### src/rtl/multi_timer_event_scheduler_defines.svh
// Assertion helpers shared by the scheduler RTL.
// Both sample on the rising edge of clk and stay quiet while rst is high.
`ifndef MULTI_TIMER_EVENT_SCHEDULER_DEFINES_SVH
`define MULTI_TIMER_EVENT_SCHEDULER_DEFINES_SVH

// Check a condition at every edge.
`define MTS_ASSERT_ALWAYS(lbl, cond, msg) \
  lbl: assert property (@(posedge clk) disable iff (rst) (cond)) else $error(msg);

// Check that a consequence holds in the cycle after an antecedent.
`define MTS_ASSERT_NEXT(lbl, ante, cons, msg) \
  lbl: assert property (@(posedge clk) disable iff (rst) (ante) |=> (cons)) else $error(msg);

`endif

### src/rtl/mts_pkg.sv
`default_nettype none

package mts_pkg;

  localparam int unsigned OP_W   = 2;
  localparam int unsigned TIME_W = 32;
  localparam int unsigned SLOT_W = 4;
  localparam int unsigned KIND_W = 2;

  localparam logic [OP_W-1:0] OP_TICK   = 2'd0;
  localparam logic [OP_W-1:0] OP_ADD    = 2'd1;
  localparam logic [OP_W-1:0] OP_CANCEL = 2'd2;

  localparam logic [KIND_W-1:0] KIND_ADD    = 2'd0;
  localparam logic [KIND_W-1:0] KIND_CANCEL = 2'd1;
  localparam logic [KIND_W-1:0] KIND_FIRED  = 2'd2;

  // Command beat.
  typedef struct packed {
    logic [OP_W-1:0]   opcode;
    logic [TIME_W-1:0] interval_ticks;
    logic              periodic;
    logic [SLOT_W-1:0] handle;
  } cmd_t;

  // Event beat.
  typedef struct packed {
    logic [KIND_W-1:0] kind;
    logic [SLOT_W-1:0] slot;
    logic              ok;
    logic              was_periodic;
    logic              last;
  } evt_t;

  // Command context broadcast to every cell for the item in flight.
  typedef struct packed {
    logic [OP_W-1:0]   op;
    logic [TIME_W-1:0] now;
    logic [TIME_W-1:0] period;
    logic              periodic;
    logic [SLOT_W-1:0] handle;
  } bcast_t;

  // Handed from cell to cell: the visit token and whether a free slot was taken.
  typedef struct packed {
    logic tok;
    logic claimed;
  } link_t;

  // Result of one cell visit; all zero when the cell does not report.
  typedef struct packed {
    logic              hit;
    logic [KIND_W-1:0] kind;
    logic [SLOT_W-1:0] slot;
    logic              ok;
    logic              was_periodic;
  } res_t;

  function automatic evt_t to_evt(res_t r, logic last);
    evt_t e;
    e.kind         = r.kind;
    e.slot         = r.slot;
    e.ok           = r.ok;
    e.was_periodic = r.was_periodic;
    e.last         = last;
    return e;
  endfunction

endpackage

`default_nettype wire

### src/rtl/mts_cell.sv
`default_nettype none

module mts_cell import mts_pkg::*; #(
  parameter int unsigned IDX = 0
) (
  input  wire logic   clk,
  input  wire logic   rst,
  input  wire logic   adv,
  input  wire bcast_t bc,
  input  wire link_t  link_in,
  output link_t       link_out,
  output res_t        res
);

  localparam bit                IN_RANGE = IDX < (2 ** SLOT_W);
  localparam logic [SLOT_W-1:0] IDX_SLOT = SLOT_W'(IDX);

  logic              armed;
  logic              periodic;
  logic [TIME_W-1:0] period;
  logic [TIME_W-1:0] alarm;
  link_t             link_q;

  logic act, due, take, match, hit;

  assign act   = link_in.tok;
  assign due   = armed && (alarm == bc.now);
  assign take  = !armed && !link_in.claimed;
  assign match = IN_RANGE && (bc.handle == IDX_SLOT);

  always_comb begin
    hit = 1'b0;
    res = '0;
    unique case (bc.op)
      OP_TICK:   hit = due;
      OP_ADD:    hit = take;
      OP_CANCEL: hit = match;
      default:   hit = 1'b0;
    endcase
    if (act && hit) begin
      res.hit  = 1'b1;
      res.slot = IDX_SLOT;
      unique case (bc.op)
        OP_TICK: begin
          res.kind         = KIND_FIRED;
          res.ok           = 1'b1;
          res.was_periodic = periodic;
        end
        OP_ADD: begin
          res.kind = KIND_ADD;
          res.ok   = 1'b1;
        end
        default: begin
          res.kind = KIND_CANCEL;
          res.ok   = armed;
        end
      endcase
    end
  end

  // Slot state changes only on the visit.
  always_ff @(posedge clk) begin
    if (rst) begin
      armed    <= 1'b0;
      periodic <= 1'b0;
    end else if (adv && act && hit) begin
      unique case (bc.op)
        OP_TICK: begin
          if (!periodic) begin
            armed <= 1'b0;
          end
        end
        OP_ADD: begin
          armed    <= 1'b1;
          periodic <= bc.periodic;
        end
        default: armed <= 1'b0;
      endcase
    end
  end

  always_ff @(posedge clk) begin
    if (adv && act && hit) begin
      if (bc.op == OP_TICK && periodic) begin
        alarm <= alarm + period;
      end else if (bc.op == OP_ADD) begin
        period <= bc.period;
        alarm  <= bc.now + bc.period;
      end
    end
  end

  always_ff @(posedge clk) begin
    if (rst) begin
      link_q <= '0;
    end else if (adv) begin
      link_q.tok     <= link_in.tok;
      link_q.claimed <= link_in.claimed || (act && bc.op == OP_ADD && take);
    end
  end

  assign link_out = link_q;

endmodule

`default_nettype wire

### config.mk
export PLATFORM = sky130hd
export DESIGN_NAME = mts_cell
export DESIGN_NICKNAME = d
export VERILOG_FILES = /design/src/rtl/multi_timer_event_scheduler_defines.svh /design/src/rtl/mts_pkg.sv /design/src/rtl/mts_cell.sv
export SDC_FILE = /design/constraint.sdc
export NUM_CORES = 1
export LEC_CHECK = 0
export ABC_AREA = 0
export BUFFER_PORTS_ARGS = -buffer_cell sky130_fd_sc_hd__buf_4
export CELL_PAD_IN_SITES_DETAIL_PLACEMENT = 1
export CELL_PAD_IN_SITES_GLOBAL_PLACEMENT = 1
export CORE_UTILIZATION = 45
export DETAILED_ROUTE_END_ITERATION = 7
export GPL_TIMING_DRIVEN = 0
export PLACE_DENSITY_LB_ADDON = 0.1
export SLEW_MARGIN = 20
export SYNTH_ARGS = -nofsm -noshare
export SYNTH_HDL_FRONTEND = slang
export SYNTH_SLANG_ARGS = --single-unit
export TNS_END_PERCENT = 30
### constraint.sdc
create_clock -name clk -period 5.1 [get_ports clk]
set_input_delay 1.02 -clock clk [delete_from_list [all_inputs] [get_ports clk]]
set_output_delay 1.02 -clock clk [all_outputs]
set_load 0.01 [all_outputs]
Word-level counts from Yosys, hierarchy flattened
Index checks and enable logic that the tools add are counted.
Widths: inputs -> output; s select.
- bits in registers: 68
- input port bits: 76
- add/sub/neg operators: 2
- equality and inequality tests: 4
- mux-type cells: 9
- bitwise gates (word level): 1
- reduce and logical (&&, ||, !) cells: 19
- operators by type and width (cell ; number):
    $add 32x32->32 ; 2
    $mux 32 ; 2
    $eq 32x32->1 ; 1
    $mux 9 ; 1
    $logic_and 1x1->1 ; 8
    $reduce_and 2->1 ; 3
    $logic_not 4->1 ; 1
    $pmux 2 s2 ; 1
    $mux 1 ; 3
    $pmux 1 s3 ; 1
    $reduce_and 3->1 ; 1
    $eq 2x1->1 const B ; 1
    $eq 2x2->1 const B ; 1
    $logic_not 1->1 ; 2
    $logic_not 2->1 ; 1
    $ne 2x2->1 const B ; 1
    $pmux 1 s2 ; 1
    $reduce_bool 2->1 ; 1
    $reduce_or 2->1 ; 1
    $logic_or 1x1->1 ; 1
    $not 1->1 ; 1

Depth between registers and ports, before layout
Gate-level depths: netlist (run 1).
- word-level depth: 5
- mapped depth: 11
- gate-level depth less buffers: 11

Least setup slack after synthesis (run 1)
Ideal clock, no wire load.
- path type: input to register
- start: input port bc[68] in the netlist's numbering
- end: register alarm[0] (enable)
- library setup time: 0.432 ns
- arrival time: 3.912 ns
- data required time: 4.668 ns
- slack: 0.756 ns
- stages on the path: 8
- cells stage by stage: xor2_1 nor4_1 nand4_1 nor4_1 nand4_1 a21oi_2 nand2_1 a21oi_1
- cells in the longest elaborated chain, start to end: 5
- ends and longest elaborated chain (what ; RTL line ; text):
    from (decl) ; mts_cell.sv:9 ; input wire bcast_t bc,
    $eq 32x32->1 ; mts_cell.sv:27 ; assign due = armed && (alarm == bc.now);
    $logic_and 1x1->1 ; mts_cell.sv:27 ;
    $pmux 1 s3 ; mts_cell.sv:34 ; unique case (bc.op)
    $logic_and 1x1->1 ; mts_cell.sv:83 ; if (adv && act && hit) begin
    $reduce_and 2->1 (no line) ; - ;
    to (signal assigned) ; mts_cell.sv:85 ; alarm <= alarm + period;
    to (signal assigned) ; mts_cell.sv:88 ; alarm <= bc.now + bc.period;
    to (decl) ; mts_cell.sv:21 ; logic [TIME_W-1:0] alarm;
No other way between the ends.
A chain may end at the register's enable or synchronous reset.

==> flow_metrics.env, run 1 <==
export IMPL_outcome="finished, final reports clean"
export IMPL_r2r_start="alarm[22]$_DFFE_PP_"
export IMPL_cts_root_buf="clkbuf_16"
export IMPL_synth_common_cells="64 x edfxtp_1, 62 x ha_1, 57 x a21oi_1"
export IMPL_fmax_ghz=0.2226
export IMPL_yosysTopAreaCellShare_pct=30.99
export IMPL_critPathArrivalTime_ps=3470
export IMPL_drt_vias_per_instance=6.027
export IMPL_syn_to_final_growth_pct=18.46
export IMPL_cts_hold_buffers_added=0
export IMPL_wirelength_mm=19.86
export IMPL_yosys_register_bits=68
export IMPL_cts_sinks=68
export IMPL_crit_path_end_kind="output port"
export IMPL_die_width_um=119.4
export IMPL_die_height_um=119.4
export IMPL_final_design_area_no_fill_mm2=0.007346
export IMPL_nFillCells=1583
export IMPL_detailedPlacementHpwl_mm=15.83
export IMPL_syn_area_mm2=0.006201
export IMPL_dr_pass1_iters=4
export IMPL_stdcell_count=933
export IMPL_place_worst_setup_slack_ps=772.4
export IMPL_post_cts_resize_count=0
export IMPL_worst_pin_slew_ps=939.0
export IMPL_ant_nets=0
export IMPL_synth_ff_type="edfxtp_1"
export IMPL_yosysWarnings=0
export IMPL_place_congestion=0.8791
export IMPL_ios=87
export IMPL_slew_violations=0
export IMPL_slew_headroom_pct=37.40
export IMPL_finish_utilization_pct=55.03
export IMPL_finalCritPeriodShare_pct=88.10
export IMPL_path_delay_family="simple AND/OR/NAND/NOR gates"
export IMPL_cpMaxStageDelayCell="nor4_1"
export IMPL_async_reset_ff_share_pct=0
export IMPL_antenna_found_initial=0
export IMPL_crit_required_ps=4080
export IMPL_synth_avg_cell_area_um2=9.467
export IMPL_post_route_cells_drive_above_1_share_pct=17.44
export IMPL_port_buffers=82
export IMPL_finalPower_mw=1.592
export IMPL_coreArea_mm2=0.01335
export IMPL_cp_max_fo=7
export IMPL_num_vias=5623
export IMPL_path_buf_inv=2
export IMPL_synth_edf_count=64
export IMPL_dpl_cell_area_mm2=0.007087
export IMPL_clk_pin_slew_worst_paths_ps=50
export IMPL_tritoncts="yes"
export IMPL_seqPwrFrac_pct=39.7
export IMPL_finalSetupViolations=0
export IMPL_rsz0062_at_grt="false"
export IMPL_drv_cap=0
export IMPL_grt_pass1_wl_mm=31.11
export IMPL_crit_path_max_incr_delay_ps=660
export IMPL_switching_power_mw=0.4657
export IMPL_wl_per_cell_um=21.29
export IMPL_ir_drop_uv=189.5
export IMPL_grt_pass1_vias=5896
export IMPL_p_comb_share_pct=24.8
export IMPL_drcViolationCount=0
export IMPL_drt_iter0_markers=373
export IMPL_min_path_cells=2
export IMPL_min_from="link_out[1]$_SDFFE_PP0P_"
export IMPL_reg2reg_to="period[15]$_DFFE_PP_"
export IMPL_grtUsageTotal_pct=28.72
export IMPL_hold_path_class="flop to flop"
export IMPL_synth_area_leaders="edfxtp_1 31%, ha_1 13%, xor2_1 6.4%"
export IMPL_netlist_instances=655
export IMPL_synth_top_cell_by_area="edfxtp_1"
export IMPL_synth_cell_type_count=74
export IMPL_grt_overflow_total=0
export IMPL_hold_violations=0
export IMPL_seq_area_mm2=0.002002
export IMPL_startpoint_type="primary input"
export IMPL_final_min_clock_period_ps=4493
export IMPL_clk_path_buf_depth=2
export IMPL_crit_chain="buf_4 -> xor2_1 -> nor4_1 -> nand4_1 -> nor4_1 -> nand4_1 -> a21oi_2 -> a21boi_0 -> buf_4"
export IMPL_finalNetCount=892
export IMPL_switching_share_pct=29.26
export IMPL_ys_seq_area_share_pct=32.28
export IMPL_p_int_mw=1.126
export IMPL_start_util_pct=46.46
export IMPL_p_clk_share_pct=35.5
export IMPL_critPathKind="primary input to output port"
export IMPL_rrSetupSlack_ps=1380
export IMPL_diodes=0
export IMPL_grt_max_degree=33
export IMPL_clock_skew_ps=7.088
export IMPL_leakagePower_nw=3.025
export IMPL_rr_worst_depth=8
export IMPL_row_count=42
export IMPL_holdPathEnd="link_out[1]$_SDFFE_PP0P_"
export IMPL_multi_input_area_mm2=0.004019
export IMPL_synth_most_common_cell="edfxtp_1"
export IMPL_power_density_mw_per_mm2=216.7
export IMPL_clock_latency_ps=340
export IMPL_dp_cells=917
export IMPL_setup_slack_ps=607.0
export IMPL_cts_made_buffers=9
export IMPL_postCtsSetupBuffers=0
export IMPL_design_die_area_mm2=0.01425
export IMPL_cts_max_level=3
-- worst min-delay path, cell delays in order (launching register included) --
cell and delay, ps:
dfxtp_1 320, mux2i_1 60, nor2_1 80
-- cells in the final DEF, fill, tap and decap left out, types with 13 or more instances in the layout --
| cell | instances |
|---|---|
| xnor2_1 | 39 |
| ha_1 | 62 |
| inv_1 | 16 |
| nand3_1 | 13 |
| edfxtp_1 | 64 |
| buf_4 | 86 |
| a21o_1 | 27 |
| nor2_1 | 39 |
| o21bai_1 | 13 |
| nand2_1 | 55 |
| nand4_1 | 15 |
| xor2_1 | 45 |
| o21ai_0 | 45 |
| a21oi_1 | 56 |
-- worst max-delay path by stage --
stage          depth (start not counted)                  end  startpoint
2_1_floorplan                          8   alarm[0]$_DFFE_PP_      bc[68]
3_3_place_gp                           9  alarm[14]$_DFFE_PP_      bc[51]
3_5_place_dp                           9               res[1]      bc[51]
4_1_cts                                9               res[1]      bc[51]
5_1_grt                                9               res[1]      bc[51]
6_report                               9               res[1]      bc[51]
-- routing by layer --
metal	share of wire (%)	GRT usage [%]	wire length, µm	vias up
li1	-	-	-	2664
met1	42	35.12	8415	2783
met2	50	51.09	9982	143
met3	4.3	3.352	863	33
met4	3.0	11.56	599	0
met5	0	0	0	-
-- power groups by stage --
stage	clock network (mW)	registers (mW)	logic [mW]
2_1_floorplan	0	0.643	0.251
3_3_place_gp	0	0.644	0.370
3_5_place_dp	0	0.644	0.388
4_1_cts	0.570	0.632	0.391
5_1_grt	0.590	0.632	0.430
6_report	0.565	0.632	0.394
-- sequential cells by signal, summed over array words and instances, names as in the netlist --
| register | cells |
|---|---|
| period | 32 |
| alarm | 32 |
| link_out | 2 |
| armed | 1 |
| periodic | 1 |
-- through the flow --
step | hold WS [ps] | setup TNS, ps
5_1_grt | 548.4 | 0
6_report | 500.0 | 0
2_1_floorplan | 474.4 | 0
3_5_place_dp | 495.7 | 0
3_3_place_gp | 483.9 | -32290
4_1_cts | 510.4 | 0
-- cell type report --
type | count | area share, %
multi-input combinational | 553 | 54.71
clock inverter | 7 | 0.4599
clock buffer | 9 | 3.066
inverter | 17 | 0.8687
tap | 176 | 2.998
sequential | 68 | 27.25
buffer | 20 | 1.891
timing repair buffer | 83 | 8.755
-- logic make-up (layout without fill, tap and decap cells) --
kind of cell | after synthesis | count (layout) | share of synthesized area [%]
compound gates | 219 | 219 | 24.19
other cells | 1 | 4 | 0.06047
xor+xnor | 84 | 84 | 11.86
flops | 68 | 68 | 32.28
buf+inv | 37 | 136 | 3.269
simple gates | 173 | 173 | 13.72
mux | 9 | 9 | 1.453
fa+ha+maj | 64 | 64 | 13.16
Power figures use the tool's default switching activity.
==> inputs of run 2 (changes only) <==
CORE_ASPECT_RATIO = 0.9   (was default)
==> run 2 against run 1 <==
Fmax increased by 3.4%. Worst hold slack gained 17 ps. Final cell count shrank 0.75%. Sequential power about the same. Clock power grew 7.6%. Combinational power is essentially flat. Worst setup slack gained 150 ps. First-iteration DRC count shrank 12%. Register-to-register slack gained 240 ps. Count of clock-buffer cells in the layout up 6. Largest cell class unchanged. Highest routed layer unchanged.
==> flow_metrics.env, run 2 (synthesis gave the netlist of run 1 again) <==
export IMPL_outcome="finished, final reports clean"
export IMPL_p_clk_share_pct=37.2
export IMPL_critPathKind="primary input to output port"
export IMPL_setup_slack_ps=753.7
export IMPL_coreArea_mm2=0.01341
export IMPL_design_die_area_mm2=0.01425
export IMPL_cpMaxStageDelayCell="nor4_1"
export IMPL_grt_pass1_vias=5928
export IMPL_switching_share_pct=28.10
export IMPL_die_height_um=113.4
export IMPL_clk_pin_slew_worst_paths_ps=50
export IMPL_syn_to_final_growth_pct=19.13
export IMPL_drv_cap=0
export IMPL_grt_max_degree=20
export IMPL_grtUsageTotal_pct=29.39
export IMPL_startpoint_type="primary input"
export IMPL_cp_max_fo=7
export IMPL_final_design_area_no_fill_mm2=0.007387
export IMPL_slew_headroom_pct=40.80
export IMPL_grt_pass1_wl_mm=32.11
export IMPL_seqPwrFrac_pct=38.7
export IMPL_crit_required_ps=4080
export IMPL_place_congestion=0.8976
export IMPL_dr_pass1_iters=4
export IMPL_final_cell_mix="86 x buf_4, 64 x edfxtp_1, 62 x ha_1"
export IMPL_p_comb_share_pct=24.1
export IMPL_drt_iter0_markers=330
export IMPL_tritoncts="yes"
export IMPL_cts_sinks=68
export IMPL_switching_power_mw=0.4590
export IMPL_final_min_clock_period_ps=4346
export IMPL_crit_path_end_kind="output port"
export IMPL_dpl_cell_area_mm2=0.007104
export IMPL_clk_path_buf_depth=2
export IMPL_leakagePower_nw=3.049
export IMPL_ant_nets=0
export IMPL_finalNetCount=893
export IMPL_cts_made_buffers=9
export IMPL_rsz0062_at_grt="false"
export IMPL_place_worst_setup_slack_ps=790.8
export IMPL_crit_chain="buf_4 -> xor2_1 -> nor4_1 -> nand4_1 -> nor4_1 -> nand4_1 -> a21oi_2 -> a21boi_0 -> buf_4"
export IMPL_drt_vias_per_instance=6.011
export IMPL_final_common_cell="buf_4"
export IMPL_ios=87
export IMPL_row_count=40
export IMPL_clock_skew_ps=5.677
export IMPL_fmax_ghz=0.2301
export IMPL_ir_drop_uv=198.4
export IMPL_wirelength_mm=20.01
export IMPL_start_util_pct=46.23
export IMPL_cts_hold_buffers_added=0
export IMPL_crit_path_max_incr_delay_ps=590
export IMPL_grt_overflow_total=0
export IMPL_die_width_um=125.7
export IMPL_hold_path_class="flop to flop"
export IMPL_postCtsSetupBuffers=0
export IMPL_drcViolationCount=0
export IMPL_finalCritPeriodShare_pct=85.22
export IMPL_finalSetupViolations=0
export IMPL_cts_root_buf="clkbuf_16"
export IMPL_wl_per_cell_um=21.61
export IMPL_detailedPlacementHpwl_mm=15.77
export IMPL_port_buffers=82
export IMPL_nFillCells=1579
export IMPL_p_int_mw=1.174
export IMPL_fin_hold_ws_ps=517.0
export IMPL_worst_pin_slew_ps=888.0
export IMPL_power_density_mw_per_mm2=221.1
export IMPL_antenna_found_initial=0
export IMPL_critPathArrivalTime_ps=3330
export IMPL_post_cts_resize_count=0
export IMPL_cts_max_level=3
export IMPL_post_route_cells_drive_above_1_share_pct=17.55
export IMPL_diodes=0
export IMPL_slew_violations=0
export IMPL_finish_utilization_pct=55.07
export IMPL_num_vias=5566
export IMPL_clock_latency_ps=340
export IMPL_hold_violations=0
## run 2: final cells by class
type / count / area (µm²) / area share [%]
plain buffers: 20 / 138.9 / 1.880
clock buffers: 15 / 277.8 / 3.760
multi-input cells: 553 / 4019 / 54.40
well taps: 168 / 210.2 / 2.846
flip-flops and latches: 68 / 2002 / 27.10
clock inverters: 1 / 5.005 / 0.06775
repair buffers: 84 / 670.6 / 9.079
inverters: 17 / 63.81 / 0.8638
## run 2: metal layers
| metal | GRT usage (%) | up-vias | wire [µm] |
|---|---|---|---|
| met2 | 51.56 | 142 | 9844 |
| li1 | - | 2672 | - |
| met4 | 9.960 | 0 | 374 |
| met3 | 3.783 | 27 | 899 |
| met5 | 0 | - | 0 |
| met1 | 37.41 | 2725 | 8895 |
## run 2: power groups by stage
stage                     combinational, mW  sequential [mW]  clock, mW
after detailed placement              0.389            0.644          0
after global placement                0.371            0.644          0
final                                 0.394            0.632      0.608
after floorplan                       0.251            0.643          0
after global routing                  0.435            0.633      0.628
after CTS                             0.392            0.632      0.609
## run 2: worst max-delay path, delay by kind of cell
family / cells / cell delay [ps]
buffers and inverters: 2 / 280
xor gates and xnor gates: 1 / 170
AOI/OAI and AO/OA: 2 / 560
and+or+nand+nor: 4 / 1290
## run 2: worst paths after layout
path | startpoint | to | slack (ps) | depth (start not counted)
worst max register to register | alarm[22]$_DFFE_PP_ | alarm[19]$_DFFE_PP_ | 1620 | 9
worst min-delay path | link_out[1]$_SDFFE_PP0P_ | link_out[1]$_SDFFE_PP0P_ | 520 | 2
worst min register to register | link_out[1]$_SDFFE_PP0P_ | link_out[1]$_SDFFE_PP0P_ | 520 | 2
worst max-delay path | bc[51] | res[1] | 750 | 9
## run 2: metrics by stage
| stage | setup TNS [ps] | power [mW] | cells |
|---|---|---|---|
| after floorplan | 0 | 0.8941 | 658 |
| after global placement | -34030 | 1.014 | 908 |
| after detailed placement | 0 | 1.033 | 910 |
| after CTS | 0 | 1.634 | 926 |
| after global routing | 0 | 1.696 | 926 |
| final | 0 | 1.633 | 926 |
==> inputs of run 3 (changes only) <==
CORE_MARGIN = 4   (was default)
==> run 3 against run 2 <==
Flip-flop and latch count unchanged. Sequential power about the same. Critical path type unchanged. Highest routed layer unchanged. Non-clock buffer count down 1.
==> flow_metrics.env, run 3 (synthesis gave the netlist of run 1 again) <==
export IMPL_outcome="finished, final reports clean"
export IMPL_cts_hold_buffers_added=0
export IMPL_diodes=0
export IMPL_power_density_mw_per_mm2=226.8
export IMPL_final_common_cell="buf_4"
export IMPL_dpl_cell_area_mm2=0.007077
export IMPL_finalNetCount=892
export IMPL_post_route_cells_drive_above_1_share_pct=17.83
export IMPL_design_die_area_mm2=0.01572
export IMPL_num_vias=5605
export IMPL_crit_path_max_incr_delay_ps=610
export IMPL_grt_max_degree=33
export IMPL_die_width_um=131.7
export IMPL_row_count=40
export IMPL_tritoncts="yes"
export IMPL_worst_pin_slew_ps=836.5
export IMPL_postCtsSetupBuffers=0
export IMPL_slew_headroom_pct=44.15
export IMPL_clock_skew_ps=4.047
export IMPL_cpMaxStageDelayCell="nor4_1"
export IMPL_final_cell_mix="86 x buf_4, 64 x edfxtp_1, 62 x ha_1"
export IMPL_cts_made_buffers=9
export IMPL_dr_pass1_iters=5
export IMPL_cts_max_level=3
export IMPL_drcViolationCount=0
export IMPL_post_cts_resize_count=0
export IMPL_wl_per_cell_um=22.11
export IMPL_grt_pass1_vias=5947
export IMPL_finalCritPeriodShare_pct=85.79
export IMPL_ir_drop_uv=147.3
export IMPL_cts_sinks=68
export IMPL_start_util_pct=46.23
export IMPL_grt_pass1_wl_mm=32.06
export IMPL_critPathKind="primary input to output port"
export IMPL_coreArea_mm2=0.01341
export IMPL_ios=87
export IMPL_leakagePower_nw=3.042
export IMPL_cts_root_buf="clkbuf_16"
export IMPL_clk_path_buf_depth=2
export IMPL_slew_violations=0
export IMPL_dp_cells=909
export IMPL_startpoint_type="primary input"
export IMPL_wirelength_mm=20.45
export IMPL_cp_max_fo=7
export IMPL_clk_pin_slew_worst_paths_ps=60
export IMPL_place_worst_setup_slack_ps=821.0
export IMPL_hold_violations=0
export IMPL_setup_slack_ps=724.9
export IMPL_final_min_clock_period_ps=4375
export IMPL_detailedPlacementHpwl_mm=16.00
export IMPL_syn_to_final_growth_pct=19.01
export IMPL_drv_cap=0
export IMPL_drt_iter0_markers=358
export IMPL_crit_path_end_kind="output port"
export IMPL_ant_nets=0
export IMPL_clock_latency_ps=350
export IMPL_fmax_ghz=0.2286
export IMPL_hold_path_class="flop to flop"
export IMPL_final_design_area_no_fill_mm2=0.007380
export IMPL_antenna_found_initial=0
export IMPL_grt_overflow_total=0
export IMPL_die_height_um=119.4
export IMPL_grtUsageTotal_pct=25.71
export IMPL_rsz0062_at_grt="false"
export IMPL_crit_required_ps=4080
export IMPL_stdcell_count=925
export IMPL_critPathArrivalTime_ps=3360
export IMPL_port_buffers=82
export IMPL_crit_chain="buf_4 -> xor2_1 -> nor4_1 -> nand4_1 -> nor4_1 -> nand4_1 -> a21oi_2 -> a21boi_0 -> buf_4"
export IMPL_drt_vias_per_instance=6.059
export IMPL_place_congestion=0.8737
export IMPL_finalSetupViolations=0
run 3: routing by layer:
layer	GRT usage (%)	part of all wire, %
met5	0	0
met3	3.252	5.0
met1	33.33	44
met4	8.596	2.5
met2	44.52	49
run 3: through the flow:
stage | util [%] | hold slack (ps) | TNS [ps] | power [mW]
3_5_place_dp | 52.76 | 498.0 | 0 | 1.031
6_report | 55.02 | 502.0 | 0 | 1.674
3_3_place_gp | 52.47 | 485.7 | -33370 | 1.015
2_1_floorplan | - | 474.4 | 0 | 0.8941
5_1_grt | 55.02 | 553.6 | 0 | 1.742
4_1_cts | 55.02 | 513.1 | 0 | 1.674
run 3: power by group:
part	internal (mW)	switching [mW]	leakage, nW
clock	0.391	0.254	0.144
combinational	0.176	0.221	2.29
sequential	0.629	0.00291	0.609
run 3: worst max-delay path, delay by kind of cell:
family          cells  cell delay (ps)
compound gates      2              570
xor+xnor            1              190
buf+inv             2              280
simple gates        4             1290
run 3: area by class of cell:
type | instances | area (µm²)
Clock buffer | 10 | 239.0
Multi-Input combinational cell | 553 | 4019
Buffer | 20 | 138.9
Sequential cell | 68 | 2002
Clock inverter | 6 | 63.81
Timing Repair Buffer | 83 | 643.1
Inverter | 17 | 63.81
Tap cell | 168 | 210.2
Fill cell | 1558 | 6033
run 3: worst paths after layout:
kind                                 start  cells after the start  slack (ps)                       end
hold / removal    link_out[1]$_SDFFE_PP0P_                      2         500  link_out[1]$_SDFFE_PP0P_
setup reg to reg       alarm[14]$_DFFE_PP_                      8        1510      period[10]$_DFFE_PP_
setup / recovery                    bc[51]                      9         720                    res[1]
hold reg to reg   link_out[1]$_SDFFE_PP0P_                      2         500  link_out[1]$_SDFFE_PP0P_
